==> config.mk <==
export PLATFORM = sky130hd
export DESIGN_NAME = windowed_hit_ratio_mode_selector_core
export DESIGN_NICKNAME = d
export VERILOG_FILES = /design/src/sv/whrms_pkg.sv /design/src/sv/whrms_ram.sv /design/src/sv/whrms_ctrl.sv /design/src/sv/whrms_dp.sv /design/src/sv/windowed_hit_ratio_mode_selector_core.sv
export VERILOG_INCLUDE_DIRS = /design/src /design/src/sv
export SDC_FILE = /design/constraint.sdc
export NUM_CORES = 1
export LEC_CHECK = 0
export ABC_AREA = 1
export BUFFER_PORTS_ARGS = -buffer_cell sky130_fd_sc_hd__buf_2
export CORE_ASPECT_RATIO = 0.7
export CORE_MARGIN = 8
export CORE_UTILIZATION = 40
export CTS_CLUSTER_SIZE = 20
export DETAILED_ROUTE_END_ITERATION = 10
export GPL_TIMING_DRIVEN = 0
export PLACE_DENSITY = 0.61
export SETUP_SLACK_MARGIN = 0.15
export SLEW_MARGIN = 20
export SYNTH_ARGS = -nofsm -noshare
export SYNTH_HDL_FRONTEND = slang
export SYNTH_SLANG_ARGS = --single-unit
==> constraint.sdc <==
create_clock -name clk -period 10.85 [get_ports clk]
set_input_delay 1.6275 -clock clk [delete_from_list [all_inputs] [get_ports clk]]
set_output_delay 1.6275 -clock clk [all_outputs]
set_load 0.05 [all_outputs]
==> src/sv/assert_macros.svh <==
// Assertion helpers shared by the RTL modules.
// Each module that asserts provides clk and rst_n.
`ifndef ASSERT_MACROS_SVH
`define ASSERT_MACROS_SVH

// Check a property on every rising clock edge outside reset.
`define WHRMS_ASSERT(label, prop, msg) \
    label: assert property (@(posedge clk) disable iff (!rst_n) (prop)) \
        else $error(msg);

// Check that a condition seen on one edge leads to another on the next.
`define WHRMS_ASSERT_NEXT(label, cond, next_cond, msg) \
    label: assert property (@(posedge clk) disable iff (!rst_n) (cond) |=> (next_cond)) \
        else $error(msg);

`endif

==> src/sv/whrms_pkg.sv <==
`default_nettype none

package whrms_pkg;

    // Field widths of the beats and of the configuration port.
    localparam int ACT_W      = 2;
    localparam int OBJ_W      = 4;
    localparam int MISS_W     = 6;
    localparam int POS_W      = 6;
    localparam int CNT_W      = 7;
    localparam int THR_W      = 9;
    localparam int KIND_W     = 3;
    localparam int HITS_W     = 6;
    localparam int DEPTH_CW   = 6;
    localparam int CFG_ADDR_W = 3;
    localparam int CFG_DATA_W = 9;
    localparam int IN_DATA_W  = 16;
    localparam int OUT_DATA_W = 16;

    // Action codes carried in the input tuser.
    localparam logic [ACT_W-1:0] ACT_CHECK  = 2'd0;
    localparam logic [ACT_W-1:0] ACT_EXPIRE = 2'd1;
    localparam logic [ACT_W-1:0] ACT_PURGE  = 2'd2;

    // Switch kinds reported in the result.
    localparam logic [KIND_W-1:0] KIND_NONE           = 3'd0;
    localparam logic [KIND_W-1:0] KIND_TO_AGGR        = 3'd1;
    localparam logic [KIND_W-1:0] KIND_TO_LAZY        = 3'd2;
    localparam logic [KIND_W-1:0] KIND_PERM_FROM_LAZY = 3'd3;
    localparam logic [KIND_W-1:0] KIND_PERM_FROM_AGGR = 3'd4;

    // Configuration register indexes.
    localparam logic [CFG_ADDR_W-1:0] CFG_DEPTH     = 3'd0;
    localparam logic [CFG_ADDR_W-1:0] CFG_TO_LAZY   = 3'd1;
    localparam logic [CFG_ADDR_W-1:0] CFG_TO_AGGR   = 3'd2;
    localparam logic [CFG_ADDR_W-1:0] CFG_PERM_THR  = 3'd3;
    localparam logic [CFG_ADDR_W-1:0] CFG_PERM_EN   = 3'd4;

    // Commands from the controller to the datapath.
    typedef struct packed {
        logic accept;
        logic check;
        logic purge;
        logic load;
        logic mod_step;
        logic fill_step;
        logic count_init;
        logic count_step;
        logic mult;
        logic decide;
        logic writeback;
        logic out_load;
    } whrms_cmd_t;

    // Status from the datapath to the controller.
    typedef struct packed {
        logic work;
        logic purge;
        logic idx_ge_depth;
        logic fill_done;
        logic eval_needed;
        logic count_done;
        logic out_free;
    } whrms_sts_t;

endpackage

`default_nettype wire

==> src/sv/whrms_ram.sv <==
`default_nettype none

module whrms_ram #(
    parameter int WIDTH = 38,
    parameter int DEPTH = 16
) (
    input  wire logic                                   clk,
    input  wire logic                                   we,
    input  wire logic [((DEPTH > 1) ? $clog2(DEPTH) : 1)-1:0] waddr,
    input  wire logic [WIDTH-1:0]                       wdata,
    input  wire logic                                   re,
    input  wire logic [((DEPTH > 1) ? $clog2(DEPTH) : 1)-1:0] raddr,
    output logic      [WIDTH-1:0]                       rdata
);

    logic [WIDTH-1:0] mem_reg [DEPTH];

    always_ff @(posedge clk)
    begin
        if (we)
        begin
            mem_reg[waddr] <= wdata;
        end
        if (re)
        begin
            rdata <= mem_reg[raddr];
        end
    end

endmodule

`default_nettype wire

==> src/sv/whrms_ctrl.sv <==
`default_nettype none
`include "assert_macros.svh"

module whrms_ctrl
    import whrms_pkg::*;
(
    input  wire logic       clk,
    input  wire logic       rst_n,
    input  wire logic       s_tvalid,
    output logic            s_tready,
    input  wire whrms_sts_t sts,
    output whrms_cmd_t      cmd
);

    typedef enum logic [3:0] {
        S_IDLE,
        S_CHECK,
        S_LOAD,
        S_MOD,
        S_FILL,
        S_COUNT,
        S_MULT,
        S_DECIDE,
        S_WB,
        S_FINISH
    } state_t;

    state_t state_reg;
    state_t state_next;

    assign s_tready = (state_reg == S_IDLE);

    always_comb
    begin
        cmd        = '0;
        state_next = state_reg;
        case (state_reg)
            S_IDLE:
            begin
                if (s_tvalid)
                begin
                    cmd.accept = 1'b1;
                    state_next = S_CHECK;
                end
            end
            S_CHECK:
            begin
                cmd.check = 1'b1;
                if (sts.purge)
                begin
                    cmd.purge  = 1'b1;
                    state_next = S_FINISH;
                end
                else if (sts.work)
                begin
                    state_next = S_LOAD;
                end
                else
                begin
                    state_next = S_FINISH;
                end
            end
            S_LOAD:
            begin
                cmd.load   = 1'b1;
                state_next = S_MOD;
            end
            S_MOD:
            begin
                if (sts.idx_ge_depth)
                begin
                    cmd.mod_step = 1'b1;
                end
                else
                begin
                    state_next = S_FILL;
                end
            end
            S_FILL:
            begin
                if (!sts.fill_done)
                begin
                    cmd.fill_step = 1'b1;
                end
                else if (sts.eval_needed)
                begin
                    cmd.count_init = 1'b1;
                    state_next     = S_COUNT;
                end
                else
                begin
                    state_next = S_WB;
                end
            end
            S_COUNT:
            begin
                if (sts.count_done)
                begin
                    state_next = S_MULT;
                end
                else
                begin
                    cmd.count_step = 1'b1;
                end
            end
            S_MULT:
            begin
                cmd.mult   = 1'b1;
                state_next = S_DECIDE;
            end
            S_DECIDE:
            begin
                cmd.decide = 1'b1;
                state_next = S_WB;
            end
            S_WB:
            begin
                cmd.writeback = 1'b1;
                state_next    = S_FINISH;
            end
            S_FINISH:
            begin
                if (sts.out_free)
                begin
                    cmd.out_load = 1'b1;
                    state_next   = S_IDLE;
                end
            end
            default:
            begin
                state_next = S_IDLE;
            end
        endcase
    end

    always_ff @(posedge clk or negedge rst_n)
    begin
        if (!rst_n)
        begin
            state_reg <= S_IDLE;
        end
        else
        begin
            state_reg <= state_next;
        end
    end

    `WHRMS_ASSERT_NEXT(a_accept_then_check, s_tvalid && s_tready, state_reg == S_CHECK, "accepted beat not classified next")
    `WHRMS_ASSERT(a_result_slot_free, cmd.out_load |-> sts.out_free, "result loaded over a waiting beat")

endmodule

`default_nettype wire

==> src/sv/whrms_dp.sv <==
`default_nettype none
`include "assert_macros.svh"

module whrms_dp
    import whrms_pkg::*;
#(
    parameter int NUM_OBJECTS = 16,
    parameter int MAX_WINDOW  = 32
) (
    input  wire logic                  clk,
    input  wire logic                  rst_n,
    input  wire whrms_cmd_t            cmd,
    output whrms_sts_t                 sts,
    input  wire logic                  cfg_we,
    input  wire logic [CFG_ADDR_W-1:0] cfg_addr,
    input  wire logic [CFG_DATA_W-1:0] cfg_wdata,
    input  wire logic [IN_DATA_W-1:0]  in_data,
    input  wire logic [ACT_W-1:0]      in_user,
    output logic                       out_valid,
    input  wire logic                  out_ready,
    output logic [OUT_DATA_W-1:0]      out_data
);

    localparam int OW = (NUM_OBJECTS > 1) ? $clog2(NUM_OBJECTS) : 1;
    localparam int DW = $clog2(MAX_WINDOW + 1);
    localparam int IW = (MAX_WINDOW > 1) ? $clog2(MAX_WINDOW) : 1;
    localparam int PW = THR_W + DW;
    localparam int RW = POS_W + MAX_WINDOW;

    // Configuration registers.
    logic [DEPTH_CW-1:0] cfg_depth_reg;
    logic [THR_W-1:0]    cfg_lazy_reg;
    logic [THR_W-1:0]    cfg_aggr_reg;
    logic [THR_W-1:0]    cfg_perm_reg;
    logic                cfg_perm_en_reg;

    // Item and working registers.
    logic [ACT_W-1:0]      act_reg;
    logic [OBJ_W-1:0]      obj_reg;
    logic                  hit_reg;
    logic [MISS_W-1:0]     miss_reg;
    logic                  hit_pend_reg;
    logic [MAX_WINDOW-1:0] win_reg;
    logic [CNT_W-1:0]      idx_reg;
    logic [CNT_W-1:0]      cnt_reg;
    logic [MAX_WINDOW-1:0] shift_reg;
    logic [DW-1:0]         count_rem_reg;
    logic [DW-1:0]         hits_reg;
    logic [PW-1:0]         scaled_reg;
    logic [PW-1:0]         prod_lazy_reg;
    logic [PW-1:0]         prod_aggr_reg;
    logic [PW-1:0]         prod_perm_reg;

    // Result registers.
    logic              res_suppress_reg;
    logic              res_eval_reg;
    logic [KIND_W-1:0] res_kind_reg;
    logic [DW-1:0]     res_hits_reg;

    // Per-object flags; an entry that is not valid reads as an empty window.
    logic [NUM_OBJECTS-1:0] valid_reg;
    logic [NUM_OBJECTS-1:0] mode_reg;
    logic [NUM_OBJECTS-1:0] perm_reg;

    logic                  out_valid_reg;
    logic [OUT_DATA_W-1:0] out_data_reg;

    logic [DW-1:0]     depth;
    logic [OW-1:0]     obj_idx;
    logic              obj_valid;
    logic              mode_cur;
    logic              perm_cur;
    logic              entry_valid;
    logic [RW-1:0]     ram_rdata;
    logic [CNT_W-1:0]  idx_inc;
    logic              mode_next;
    logic              perm_next;
    logic [KIND_W-1:0] kind_next;
    logic [POS_W-1:0]  pos_wb;

    always_comb
    begin
        if (cfg_depth_reg == '0)
        begin
            depth = DW'(1);
        end
        else if ({1'b0, cfg_depth_reg} > CNT_W'(MAX_WINDOW))
        begin
            depth = DW'(MAX_WINDOW);
        end
        else
        begin
            depth = DW'(cfg_depth_reg);
        end
    end

    assign obj_idx     = OW'(obj_reg);
    assign obj_valid   = (9'(obj_reg) < 9'(NUM_OBJECTS));
    assign mode_cur    = obj_valid && mode_reg[obj_idx];
    assign perm_cur    = obj_valid && perm_reg[obj_idx];
    assign entry_valid = obj_valid && valid_reg[obj_idx];
    assign idx_inc     = (idx_reg + CNT_W'(1) == CNT_W'(depth)) ? '0 : idx_reg + CNT_W'(1);
    assign pos_wb      = res_eval_reg ? '0 : cnt_reg[POS_W-1:0];

    assign sts.work = obj_valid
                    && ((act_reg == ACT_EXPIRE) || ((act_reg == ACT_CHECK) && !perm_cur));
    assign sts.purge        = (act_reg == ACT_PURGE);
    assign sts.idx_ge_depth = (idx_reg >= CNT_W'(depth));
    assign sts.fill_done    = !hit_pend_reg && (miss_reg == '0);
    assign sts.eval_needed  = (cnt_reg >= CNT_W'(depth));
    assign sts.count_done   = (count_rem_reg == '0);
    assign sts.out_free     = !out_valid_reg || out_ready;

    whrms_ram #(
        .WIDTH (RW),
        .DEPTH (NUM_OBJECTS)
    ) u_ram (
        .clk   (clk),
        .we    (cmd.writeback),
        .waddr (obj_idx),
        .wdata ({pos_wb, win_reg}),
        .re    (cmd.check),
        .raddr (obj_idx),
        .rdata (ram_rdata)
    );

    // Mode decision after an evaluation; the permanent threshold wins.
    always_comb
    begin
        mode_next = mode_cur;
        perm_next = perm_cur;
        kind_next = KIND_NONE;
        if (cfg_perm_en_reg && (scaled_reg < prod_perm_reg))
        begin
            if (!perm_cur)
            begin
                kind_next = mode_cur ? KIND_PERM_FROM_AGGR : KIND_PERM_FROM_LAZY;
            end
            mode_next = 1'b1;
            perm_next = 1'b1;
        end
        else if (!mode_cur && (scaled_reg < prod_aggr_reg))
        begin
            mode_next = 1'b1;
            kind_next = KIND_TO_AGGR;
        end
        else if (mode_cur && (scaled_reg > prod_lazy_reg))
        begin
            mode_next = 1'b0;
            kind_next = KIND_TO_LAZY;
        end
    end

    always_ff @(posedge clk or negedge rst_n)
    begin
        if (!rst_n)
        begin
            cfg_depth_reg   <= DEPTH_CW'(32);
            cfg_lazy_reg    <= THR_W'(128);
            cfg_aggr_reg    <= THR_W'(64);
            cfg_perm_reg    <= THR_W'(16);
            cfg_perm_en_reg <= 1'b0;
        end
        else if (cfg_we)
        begin
            case (cfg_addr)
                CFG_DEPTH:    cfg_depth_reg   <= cfg_wdata[DEPTH_CW-1:0];
                CFG_TO_LAZY:  cfg_lazy_reg    <= cfg_wdata;
                CFG_TO_AGGR:  cfg_aggr_reg    <= cfg_wdata;
                CFG_PERM_THR: cfg_perm_reg    <= cfg_wdata;
                CFG_PERM_EN:  cfg_perm_en_reg <= cfg_wdata[0];
                default:      ;
            endcase
        end
    end

    always_ff @(posedge clk or negedge rst_n)
    begin
        if (!rst_n)
        begin
            valid_reg <= '0;
            mode_reg  <= '0;
            perm_reg  <= '0;
        end
        else
        begin
            if (cmd.purge)
            begin
                valid_reg <= '0;
            end
            else if (cmd.writeback)
            begin
                valid_reg[obj_idx] <= 1'b1;
            end
            if (cmd.decide)
            begin
                mode_reg[obj_idx] <= mode_next;
                perm_reg[obj_idx] <= perm_next;
            end
        end
    end

    always_ff @(posedge clk)
    begin
        if (cmd.accept)
        begin
            act_reg          <= in_user;
            obj_reg          <= in_data[OBJ_W-1:0];
            hit_reg          <= in_data[OBJ_W];
            miss_reg         <= in_data[OBJ_W+1 +: MISS_W];
            res_suppress_reg <= 1'b0;
            res_eval_reg     <= 1'b0;
            res_kind_reg     <= KIND_NONE;
            res_hits_reg     <= '0;
        end
        if (cmd.check)
        begin
            res_suppress_reg <= sts.work && (act_reg == ACT_CHECK) && hit_reg && !mode_cur;
        end
        if (cmd.load)
        begin
            win_reg      <= entry_valid ? ram_rdata[MAX_WINDOW-1:0] : '0;
            idx_reg      <= entry_valid ? CNT_W'(ram_rdata[MAX_WINDOW +: POS_W]) : '0;
            cnt_reg      <= entry_valid ? CNT_W'(ram_rdata[MAX_WINDOW +: POS_W]) : '0;
            hit_pend_reg <= (act_reg == ACT_CHECK) && hit_reg;
        end
        if (cmd.mod_step)
        begin
            idx_reg <= idx_reg - CNT_W'(depth);
        end
        if (cmd.fill_step)
        begin
            win_reg[idx_reg[IW-1:0]] <= hit_pend_reg;
            if (hit_pend_reg)
            begin
                hit_pend_reg <= 1'b0;
            end
            else
            begin
                miss_reg <= miss_reg - MISS_W'(1);
            end
            idx_reg <= idx_inc;
            cnt_reg <= cnt_reg + CNT_W'(1);
        end
        if (cmd.count_init)
        begin
            shift_reg     <= win_reg;
            count_rem_reg <= depth;
            hits_reg      <= '0;
        end
        if (cmd.count_step)
        begin
            shift_reg     <= shift_reg >> 1;
            count_rem_reg <= count_rem_reg - DW'(1);
            hits_reg      <= hits_reg + DW'(shift_reg[0]);
        end
        if (cmd.mult)
        begin
            scaled_reg    <= PW'({hits_reg, 8'd0});
            prod_lazy_reg <= PW'(cfg_lazy_reg) * PW'(depth);
            prod_aggr_reg <= PW'(cfg_aggr_reg) * PW'(depth);
            prod_perm_reg <= PW'(cfg_perm_reg) * PW'(depth);
        end
        if (cmd.decide)
        begin
            res_eval_reg <= 1'b1;
            res_kind_reg <= kind_next;
            res_hits_reg <= hits_reg;
        end
        if (cmd.out_load)
        begin
            out_data_reg <= OUT_DATA_W'({HITS_W'(res_hits_reg), res_kind_reg, res_eval_reg,
                                         perm_cur, mode_cur, res_suppress_reg});
        end
    end

    always_ff @(posedge clk or negedge rst_n)
    begin
        if (!rst_n)
        begin
            out_valid_reg <= 1'b0;
        end
        else if (cmd.out_load)
        begin
            out_valid_reg <= 1'b1;
        end
        else if (out_ready)
        begin
            out_valid_reg <= 1'b0;
        end
    end

    assign out_valid = out_valid_reg;
    assign out_data  = out_data_reg;

    `WHRMS_ASSERT(a_fill_in_window, cmd.fill_step |-> (idx_reg < CNT_W'(depth)), "window write outside depth")
    `WHRMS_ASSERT(a_count_not_over, cmd.count_step |-> (count_rem_reg != '0), "hit count ran past depth")

endmodule

`default_nettype wire

==> src/sv/windowed_hit_ratio_mode_selector_core.sv <==
// Channel    Dir  Handshake                      Payload
// s_axis     in   s_axis_tvalid / s_axis_tready  tdata: object_id, hit, miss_count; tuser: action
// m_axis     out  m_axis_tvalid / m_axis_tready  tdata: suppress .. hits_in_window
// cfg        in   cfg_we (no back-pressure)      cfg_addr, cfg_wdata
//
// An item that records outcomes goes through window load, position reduction, outcome
// writes and write-back, plus hit counting, threshold products and the mode decision when
// the window is evaluated; other items go from classification to the result. The window
// writer stores one outcome per cycle, and the hit counter examines one window entry per cycle.
// Reset is asynchronous; per-object valid bits clear the windows at once, no clearing pass.
// A finished result waits in the output register while the next beat is accepted.
`default_nettype none

module windowed_hit_ratio_mode_selector_core
    import whrms_pkg::*;
#(
    parameter int NUM_OBJECTS = 16,
    parameter int MAX_WINDOW  = 32
) (
    input  wire logic                  clk,
    input  wire logic                  rst_n,
    // Input beats.
    input  wire logic                  s_axis_tvalid,
    output logic                       s_axis_tready,
    input  wire logic [IN_DATA_W-1:0]  s_axis_tdata,  // object_id[3:0], hit[4], miss_count[10:5]
    input  wire logic [ACT_W-1:0]      s_axis_tuser,  // action[1:0]
    // Result beats.
    output logic                       m_axis_tvalid,
    input  wire logic                  m_axis_tready,
    output logic [OUT_DATA_W-1:0]      m_axis_tdata,  // suppress[0], mode[1], permanent[2],
                                                      // evaluated[3], switch_kind[6:4],
                                                      // hits_in_window[12:7]
    // Configuration writes.
    input  wire logic                  cfg_we,
    input  wire logic [CFG_ADDR_W-1:0] cfg_addr,
    input  wire logic [CFG_DATA_W-1:0] cfg_wdata
);

    // The controller sequences one item at a time through classification, window
    // load, position reduction, outcome writes, hit counting, threshold products,
    // the mode decision and write-back. The datapath holds the configuration, the
    // per-object window memory, the mode and permanent flags and the result register.
    whrms_cmd_t cmd;
    whrms_sts_t sts;

    whrms_ctrl u_ctrl (
        .clk      (clk),
        .rst_n    (rst_n),
        .s_tvalid (s_axis_tvalid),
        .s_tready (s_axis_tready),
        .sts      (sts),
        .cmd      (cmd)
    );

    whrms_dp #(
        .NUM_OBJECTS (NUM_OBJECTS),
        .MAX_WINDOW  (MAX_WINDOW)
    ) u_dp (
        .clk       (clk),
        .rst_n     (rst_n),
        .cmd       (cmd),
        .sts       (sts),
        .cfg_we    (cfg_we),
        .cfg_addr  (cfg_addr),
        .cfg_wdata (cfg_wdata),
        .in_data   (s_axis_tdata),
        .in_user   (s_axis_tuser),
        .out_valid (m_axis_tvalid),
        .out_ready (m_axis_tready),
        .out_data  (m_axis_tdata)
    );

endmodule

`default_nettype wire
* Yosys cells after proc, flatten, opt, wreduce, memory -nomap -nowiden *
Memory sizes are Yosys's and may differ from the RTL's. A register that Yosys moved wholly into a read port is not among the register bits.
Index checks and enable logic that the tools add are counted.

cells by class
  equality and inequality tests = 21
  $mul = 3
  reduce and logical (&&, ||, !) cells = 36
  $add $sub $neg = 6
  muxes and demuxes = 85
  $lt $le $gt $ge = 10
  shift-type cells = 0
  bitwise gates (word level) = 1
  divide/modulo/power cells = 0

operators by type and width
  operator                                                                count
  32-bit 2-to-1 mux                                                       3
  6-bit 2-to-1 mux                                                        13
  31-bit 2-to-1 mux                                                       2
  9-bit by 6-bit multiplier with 15-bit output                            3
  4-bit one-hot mux with 10 select lines                                  1
  7-bit 2-to-1 mux                                                        5
  1-bit 2-to-1 mux                                                        34
  16-bit bitwise mux                                                      2
  32-bit bitwise mux                                                      1
  16-bit 2-to-1 mux                                                       2
  4-bit 2-to-1 mux                                                        8
  14-bit by 15-bit less-than comparator with 1-bit output                 2
  6-bit logical NOT                                                       3
  3-bit 2-to-1 mux                                                        6
  4-bit by 3-bit equality test with 1-bit output (second input constant)  4
  16-bit bitwise OR                                                       1
  14-bit by 15-bit > comparator with 1-bit output                         1
  7-bit by 1-bit adder with 7-bit output (second input constant)          2
  7-bit by 6-bit greater-or-equal comparator with 1-bit output            2
  1-bit binary-select mux with 4-bit select                               3
  2-bit nonzero test                                                      6
  6-bit by 1-bit subtractor with 6-bit output (second input constant)     2
  1-bit logical AND                                                       11
  2-bit AND reduction                                                     5
  other kinds (28)                                                        40

storage, ports and cells
  register bits = 266
  input bits = 35
  word-level logic and storage cells = 194
  output and inout bits = 18
  memories = 1
  ROM bits = 0
  bits in writable memories = 608
  latch bits = 0

memory list
  name                words  width  read ports  clocked after memory_dff  write ports  line             source
  u_dp.u_ram.mem_reg  16     38     1           1                         1            whrms_ram.sv:16  logic [WIDTH-1:0] mem_reg [DEPTH];

* Depth between registers and ports, before layout *
Gate-level depths: netlist of run 1.

  depth in word-level cells = 9
  depth in mapped cells = 21
  mapped depth without buffers = 21

* Cells and area by module *
Synthesis of run 1 repeated with hierarchy kept, for this count alone.

second synthesis, totals
  cell total of the unflattened synthesis = 4656
  area total of the unflattened synthesis = 44953.1 um2

modules (own cells, without submodules)
  module      area each (um2)  times used  sequential area each (um2)  cells each
  whrms_ram   27254.9          1           19398.6                     2512
  whrms_dp    17249.0          1           7046.8                      2069
  whrms_ctrl  449.2            1           100.1                       75

* Worst setup path before layout of run 1 *
Ideal clock, no wire load.

  path kind = flip-flop to flip-flop
  start = register u_dp.cfg_depth_reg[5]
  end = register u_dp.prod_lazy_reg[11] (data pin)
  cell stages (with the launch flop) = 20
  data arrival time = 4.153 ns
  setup time = 0.263 ns
  clock period less this slack = 4.416 ns
  slack = 6.434 ns
  path buffers = 1
  cell sequence = dfstp_2 inv_2 nand4_1 nand2_1 inv_1 buf_1 nor2_1 fa_1 fa_1 inv_1 fa_1 inv_1 ha_1 nand2_1 inv_1 or2_2 a211oi_1 nor2_1 nor2_1 xnor2_1

between the ends
  cells in the longest elaborated chain, start to end = 4
  elaborated cells on any way between the ends = 5

RTL lines
  what                                            line             source
  start, declared                                 whrms_dp.sv:31   logic [DEPTH_CW-1:0] cfg_depth_reg;
  start signal, assigned                          whrms_dp.sv:167  CFG_DEPTH: cfg_depth_reg <= cfg_wdata[DEPTH_CW-1:0];
  6-bit > comparator                              whrms_dp.sv:87   else if ({1'b0, cfg_depth_reg} > CNT_W'(MAX_WINDOW))
  6-bit 2-to-1 mux                                whrms_dp.sv:87
  6-bit 2-to-1 mux *                              whrms_dp.sv:83   if (cfg_depth_reg == '0)
  9-bit by 6-bit multiplier with 15-bit output *  whrms_dp.sv:260  prod_lazy_reg <= PW'(cfg_lazy_reg) * PW'(depth);
  end signal, assigned                            whrms_dp.sv:260
  end, declared                                   whrms_dp.sv:50   logic [PW-1:0] prod_lazy_reg;

Mark *: on every way between the ends. The rest lies on a longest branch, timed or not.
A chain may end at the register's enable or synchronous reset.

* Final worst setup path of run 1 *
  start = register u_dp.cfg_depth_reg[5]
  end = register u_dp.prod_perm_reg[11] (data pin)

between the ends
  cells in the longest elaborated chain, start to end = 4
  elaborated cells on any way between the ends = 5

RTL lines
  what                                            line             source
  6-bit > comparator                              whrms_dp.sv:87
  6-bit 2-to-1 mux                                whrms_dp.sv:87
  6-bit 2-to-1 mux *                              whrms_dp.sv:83
  9-bit by 6-bit multiplier with 15-bit output *  whrms_dp.sv:262  prod_perm_reg <= PW'(cfg_perm_reg) * PW'(depth);
  end signal, assigned                            whrms_dp.sv:262
  end, declared                                   whrms_dp.sv:52   logic [PW-1:0] prod_perm_reg;

Marks and branches as above.

==> summary.md, run 1 <==
| Metric | Value |
|---|---|
| Num CTS Buffers | 89 |
| DP Cell Count | 5,002 |
| Later-pin clock latency in the skew report | 660 ps |
| IO Count | 53 |
| Dpl cell area | 0.04409 sq mm |
| Post-synth ARST share | 9.539% |
| Setup WS post-layout | 5279 ps |
| Status | complete, no violations |
| Peak supply drop | 128.3 uV |
| RePlAce Congestion | 0.8483 |
| Max Root-Sink Buffers | 3 |
| Slew margin rel. | 17.27% |
| 1st-pass router iterations | 6 |
| Layout area overhead | 13.93% |
| Congestion Overflow GR | 0 |
| CTS tree | done |
| Distinct cells, synth | 49 |
| Post-synthesis sequential area ratio | 64.47% |
| Post-DRT Antenna Nets | 0 |
| Vias in the first global route | 26,540 |
| Ys flop type | edfxtp_1 |
| Clock Sinks | 912 |
| Initial Util | 40.31% |
| Critical Path Slowest Stage Cell | dfstp_2 |
| Via count | 27,900 |
| Global Route Usage Sum | 19.33% |
| Post-Syn Area per Cell | 11.54 sq um |
| Worst-margin pin slew | 1241 ps |
| Final Max Tran Viols | 0 |
| Mapped cell area | 0.04117 sq mm |
| Hold Path Origin | u_dp.res_hits_reg[1] |
| Setup WS pre-CTS | 5281 ps |
| # DRC | 0 |
| Setup crit start | u_dp.cfg_depth_reg[5] |
| Crit path launch type | register |
| Area leader, netlist | edfxtp_1 |
| Critical Path RT | 11,260 ps |
| Buffers on Ports | 44 |
| Final setup viols | 0 |
| Critical Path AT | 5980 ps |
| Core footprint | 0.1021 sq mm |
| CP endpoint kind | register |
| Top cells by count, synth | 784 x edfxtp_1, 776 x nand2_1, 363 x inv_1, 348 x nor2_1, 304 x a22oi_1 |
| Fin cells | 5,166 |
| Fmax | 0.1795 GHz |
| Antenna violations before repair | 2 |
| Max_cap viols | 0 |
| P_leak | 18.36 nW |
| Top cell type's share of synthesized area | 57.18% |
| Cts repair resizes | 0 |
| Clock-pin slew on the worst setup and hold paths | 70 ps |
| Crit path kind | reg -> reg |
| Post-synth EDFFs | 784 |
| Number of flip-flops under the largest register name | 608 |
| Synthesized flop and latch total | 912 |
| Hold WC Path Type | reg -> reg |
| Largest net degree at the start of global routing | 71 |
| Crit path buf inv count | 5 |
| Final nets | 3,975 |
| Detail Placement HPWL | 77,900 um |
| N_diodes | 0 |
| RSZ-0062 raised after global routing | no |
| Power per cell area | 220.7 mW/mm^2 |
| Top cells by area, synth | edfxtp_1 57%, nand2_1 7.1%, a22oi_1 5.5% |
| Crit-path most repeated cell | nand2_1 |
| Clock skew | 28.55 ps |
| Hold Buf Count CTS | 0 |
| Die Span Y | 284.4 um |
| Drt via density | 5.401 |
| Synth Instances | 3,568 |
| Routed Wire Length | 112,200 um |
| Post-CTS Repair Setup Buffers | 0 |
| DIE WIDTH | 399.5 um |
| Row count | 98 |
| Final TNS setup | 0 ps |
| Share of cells above drive strength 1 | 8.281% |
| Top-count cell post-synth | edfxtp_1 |
| Final Hold Viols | 0 |
| Die area | 0.1136 sq mm |
| Top Family by Delay on Critical Path | adder cells |
| Wire per inst | 21.73 um |
| Final core occ | 45.93% |
| 1st-iter DRT viols | 3,254 |
| Crit path max fanout | 10 |
| H-tree depth | 3 |
| CP Cell Sequence | inv_2, nand4_1, nand2_1, inv_1, clkbuf_1, nor2_1, fa_1, fa_1, inv_1, fa_1, inv_1, ha_1, a21oi_1, o21ai_0, a21oi_1, nor2_1, o21ai_0, nand2_1, nand2_1, nand2_1 |
| Ys Warns | 0 |
| Crit Reg-Reg Startpoint | u_dp.cfg_depth_reg[5] |
| First-pass GRT wire length | 168,500 um |
| Fin crit period | 5571 ps |
| Crit share post-route | 51.35% |
| Design Area, Final | 0.04691 sq mm |
| Crit path largest cell delay | 600 ps |
| CTS root buf | clkbuf_16 |
per-stage QoR:
stage	hold WS, ps	power [mW]
global placement	407.0	7.272
floorplan	400.3	6.380
detailed placement	404.5	7.356
CTS	421.8	10.37
finish	421.0	10.35
global route	425.2	10.85
path summary, 6_finish.rpt:
kind | endpoint | slack, ps | depth (start not counted)
worst max register to register | u_dp.prod_perm_reg[11] | 5280 | 20
min in group asynchronous | u_dp.valid_reg[14] | 810 | 1
max in group asynchronous | u_dp.cfg_perm_reg[4] | 9320 | 2
worst min-delay path | u_dp.out_data[8] | 420 | 0
worst max-delay path | u_dp.prod_perm_reg[11] | 5280 | 20
worst min register to register | u_dp.out_data[8] | 420 | 0
kinds of logic (layout without fill, tap and decap cells):
group / Yosys count / after routing / share of synthesized area, %
fa+ha+maj: 197 / 197 / 7.537
flops: 912 / 912 / 64.47
buf+inv: 515 / 761 / 4.975
compound gates: 571 / 571 / 8.922
other cells: 1 / 3 / 0.009108
simple gates: 1319 / 1319 / 12.96
xor+xnor: 53 / 53 / 1.127
final cells by class:
type	count	area, sq um
fill	9269	55230
timing repair buffer	82	1085
inverter	372	1396
sequential	912	26550
tap	1350	1689
clock buffer	120	2415
multi-input combinational	2143	12730
clock inverter	44	394.1
buffer	143	653.1
power breakdown:
group | switching [mW] | internal [mW]
Combinational | 1.67 | 0.737
Sequential | 0.424 | 4.50
Clock | 1.35 | 1.67
Total | 3.44 | 6.91
cell usage in the layout, fill, tap and decap left out, types with 5 or more instances in the layout:
cell / count
nor4_1: 5
nor2_2: 9
o21ai_0: 158
nor3_1: 16
clkbuf_8: 5
nand2_1: 775
ha_1: 112
buf_4: 7
clkinv_2: 11
buf_12: 25
clkbuf_1: 110
clkbuf_16: 90
inv_2: 7
a31oi_1: 14
dfxtp_1: 41
nand4_1: 51
edfxtp_1: 784
buf_6: 6
fa_1: 85
inv_1: 363
buf_16: 13
or2_2: 5
nand3_1: 96
clkinv_1: 14
nor2_4: 21
dfrtp_1: 83
a21oi_1: 80
xor2_1: 32
xnor2_1: 21
buf_2: 84
nor2_1: 327
clkinv_4: 5
a22oi_1: 304
inv_6: 5
per-layer routing:
metal | track usage (%) | share of wire (%) | up-vias
met2 | 26.99 | 41 | 1211
met5 | 0 | 0 | -
met3 | 3.816 | 9.5 | 167
met1 | 30.39 | 47 | 13780
li1 | - | - | 12750
met4 | 5.026 | 2.4 | 0
Note: power is estimated with default switching activity, not from simulation.
==> run 2: changes to the inputs <==
ABC_AREA = 0   (was 1)
PLACE_DENSITY = 0.63   (was 0.61)
clock period = 4.8 ns   (was 10.85 ns; I/O delays follow)
==> run 2 against run 1 <==
- via count fell by 16%
- die area rose by 0.20%
- utilization up 0.99 points
- largest power group unchanged
- critical path type unchanged
- clock power increased by 140%
- final cell count decreased by 19%
- hold slack worse by 370 ps
- register-to-register slack got worse by 5200 ps
- sequential power is 130% higher
- largest cell class unchanged
- clock skew is 3.0 ps lower
==> summary.md, run 2 <==
| Metric | Value |
|---|---|
| Clock-pin slew on the worst setup and hold paths | 60 ps (about the same) |
| Power per cell area | 534.9 mW/mm^2 (+140%) |
| Global Route Usage Sum | 17.67% (-1.7 points) |
| Top cell type's share of synthesized area | 57.06% (-0.12 points) |
| Routed Wire Length | 101,600 um (-9.5%) |
| Largest net degree at the start of global routing | 54 (-24%) |
| Later-pin clock latency in the skew report | 650 ps (about the same) |
| Commonest non-fill, non-tap cell in the layout | edfxtp_1 |
| Design Area, Final | 0.04792 sq mm (+2.2%) |
| Drt via density | 5.612 (+3.9%) |
| Slew margin rel. | 29.12% (+12 points) |
| Most frequent cells in the layout | 784 x edfxtp_1, 203 x mux4_2, 178 x nand2_1 |
| Fin crit period | 4755 ps (-816.1 ps) |
| Critical Path RT | 5160 ps (-6100 ps) |
| Hold WC Path Type | in -> async |
| Die Span Y | 284.7 um (about the same) |
| Top cells by area, synth | edfxtp_1 57%, mux4_2 11%, dfrtp_1 5.0% |
| Final Max Tran Viols | 0 (unchanged) |
| Crit share post-route | 99.06% (+48 points) |
| Post-Syn Area per Cell | 16.28 sq um (+41%) |
| Mapped cell area | 0.04126 sq mm (+0.21%) |
| Crit path kind | reg -> reg |
| Worst-margin pin slew | 1061 ps (-180.0 ps) |
| CTS root buf | clkbuf_16 |
| Crit Reg-Reg Startpoint | u_dp.cfg_depth_reg[5] |
| Setup crit start | u_dp.cfg_depth_reg[5] |
| IO Count | 53 (unchanged) |
| Clock Sinks | 912 (unchanged) |
| Detail Placement HPWL | 70,920 um (-9.0%) |
| Crit path largest cell delay | 730 ps (+130 ps) |
| Share of cells above drive strength 1 | 22.98% (+15 points) |
| Area leader, netlist | edfxtp_1 |
| Final setup viols | 0 (unchanged) |
| 1st-pass router iterations | 6 (unchanged) |
| RSZ-0062 raised after global routing | yes |
| Post-synth EDFFs | 784 (unchanged) |
| Ys Warns | 0 (unchanged) |
| Initial Util | 40.39% (+0.083 points) |
| Peak supply drop | 263.6 uV (+110%) |
| Crit-path most repeated cell | fa_1 |
| Post-synth ARST share | 9.539% (unchanged) |
| Final nets | 2,971 (-25%) |
| First-pass GRT wire length | 151,800 um (-9.9%) |
| Num CTS Buffers | 91 (+2.2%) |
| Max_cap viols | 0 (unchanged) |
| H-tree depth | 3 (unchanged) |
| Core footprint | 0.1021 sq mm (unchanged) |
| Post-DRT Antenna Nets | 0 (unchanged) |
| Die area | 0.1138 sq mm (+0.20%) |
| Synthesized flop and latch total | 912 (unchanged) |
| 1st-iter DRT viols | 2,392 (-26%) |
| Hold Slack | 52.48 ps (-368.5 ps) |
| Dpl cell area | 0.04415 sq mm (+0.13%) |
| Distinct cells, synth | 73 (+49%) |
| Critical Path AT | 5120 ps (-860 ps) |
| Hold Buf Count CTS | 0 (unchanged) |
| # DRC | 0 (unchanged) |
| Layout area overhead | 16.16% |
| Ys flop type | edfxtp_1 |
| P_leak | 17.17 nW (-6.5%) |
| CP Cell Sequence | nor2b_4, buf_8, clkbuf_16, and2_4, fa_1, inv_1, fa_1, fa_1, inv_2, ha_4, a21o_1, a21oi_2, o21ai_2, or4_4, a2111o_1, o211ai_1 |
| Antenna violations before repair | 2 (unchanged) |
| Top cells by count, synth | 784 x edfxtp_1, 203 x mux4_2, 179 x nand2_1, 149 x inv_1, 148 x and2_1 |
| CTS tree | done |
| Vias in the first global route | 24,090 (-9.2%) |
| RePlAce Congestion | 0.8482 (about the same) |
| Number of flip-flops under the largest register name | 608 (unchanged) |
| Row count | 98 (unchanged) |
| DIE WIDTH | 399.9 um (about the same) |
| Fmax | 0.2103 GHz (+17%) |
| CP endpoint kind | register |
| Post-synthesis sequential area ratio | 64.34% (-0.13 points) |
| Crit path max fanout | 6 (-4) |
| Via count | 23,380 (-16%) |
| Crit path launch type | register |
| Status | complete, no violations |
| Final Hold Viols | 0 (unchanged) |
| Buffers on Ports | 44 (unchanged) |
| Clock skew | 25.54 ps (-3.012 ps) |
| Max Root-Sink Buffers | 3 (unchanged) |
| Congestion Overflow GR | 0 (unchanged) |
| Critical Path Slowest Stage Cell | dfstp_4 |
| Wire per inst | 24.39 um (+12%) |
| Synth Instances | 2,534 (-29%) |
| Top-count cell post-synth | edfxtp_1 |
## run 2: logic make-up (layout without fill, tap and decap cells)
logic type | count (synthesis) | in the layout | share of synthesized area, %
flip-flops | 912 | 912 | 64.34
AND/OR/NAND/NOR | 567 | 567 | 6.921
multiplexers | 274 | 274 | 13.01
AO/OA/AOI/OAI | 268 | 268 | 4.507
buffers and inverters | 265 | 544 | 2.560
adder cells (fa/ha/maj) | 197 | 197 | 7.521
XOR/XNOR | 50 | 50 | 1.134
other | 1 | 4 | 0.009089
## run 2: per-layer routing
layer / GRT usage, % / share of wire, %
met1: 26.34 / 45
met2: 25.88 / 44
met3: 3.850 / 8.4
met4: 5.313 / 2.7
met5: 0 / 0
## run 2: path summary, 6_finish.rpt
check	to	slack, ps	cells after the start
max	u_dp.prod_aggr_reg[13]	50	16
min	u_dp.cfg_perm_reg[8]	50	1
max reg2reg	u_dp.prod_aggr_reg[13]	50	16
min reg2reg	u_dp.out_data[6]	420	0
max in group asynchronous	u_dp.mode_reg[5]	4110	2
min in group clk	u_dp.obj_idx[1]	260	1
## run 2: final cells by class
| class | count | area, sq um |
|---|---|---|
| inverters | 149 | 559.3 |
| plain buffers | 115 | 699.4 |
| repair buffers | 111 | 1303 |
| flip-flops and latches | 912 | 26550 |
| fillers | 8513 | 54220 |
| clock inverters | 50 | 538.0 |
| diodes | 1 | 2.502 |
| multi-input cells | 1359 | 14140 |
| well taps | 1350 | 1689 |
| clock buffers | 119 | 2445 |
## run 2: power breakdown
part	internal [mW]	switching [mW]	total, mW	leakage (nW)
clock network	4.15	3.01	7.16	1.46
logic	2.92	4.16	7.08	7.01
registers	10.4	1.05	11.4	8.70
## run 2: worst max-delay path: cells and delay by family (launching register included)
| family | cells | cell delay [ps] |
|---|---|---|
| AOI/OAI and AO/OA | 5 | 1100 |
| adders and majority gates | 4 | 1650 |
| buffers and inverters | 4 | 360 |
| DFF | 1 | 730 |
| and+or+nand+nor | 3 | 640 |
## run 2: what timing repair did
item / CTS / global route
resized for setup: 81 / 52
buffers inserted: 18 / 14
pin swaps: 12 / 28
setup endpoints to repair: 78 / 13
## run 2: per-stage QoR
| step | utilization, % | setup TNS (ps) | power [mW] | cells | setup WS, ps |
|---|---|---|---|---|---|
| after floorplan | - | 0 | 15.67 | 2536 | 227.3 |
| after global placement | 42.27 | -1314450 | 17.58 | 3930 | -2471 |
| after detailed placement | 43.23 | -25150 | 17.94 | 3965 | -1206 |
| after CTS | 46.58 | -72.50 | 25.39 | 4151 | -72.50 |
| after global routing | 46.92 | -23.02 | 26.93 | 4165 | -23.02 |
| final | 46.92 | 0 | 25.64 | 4166 | 45.02 |
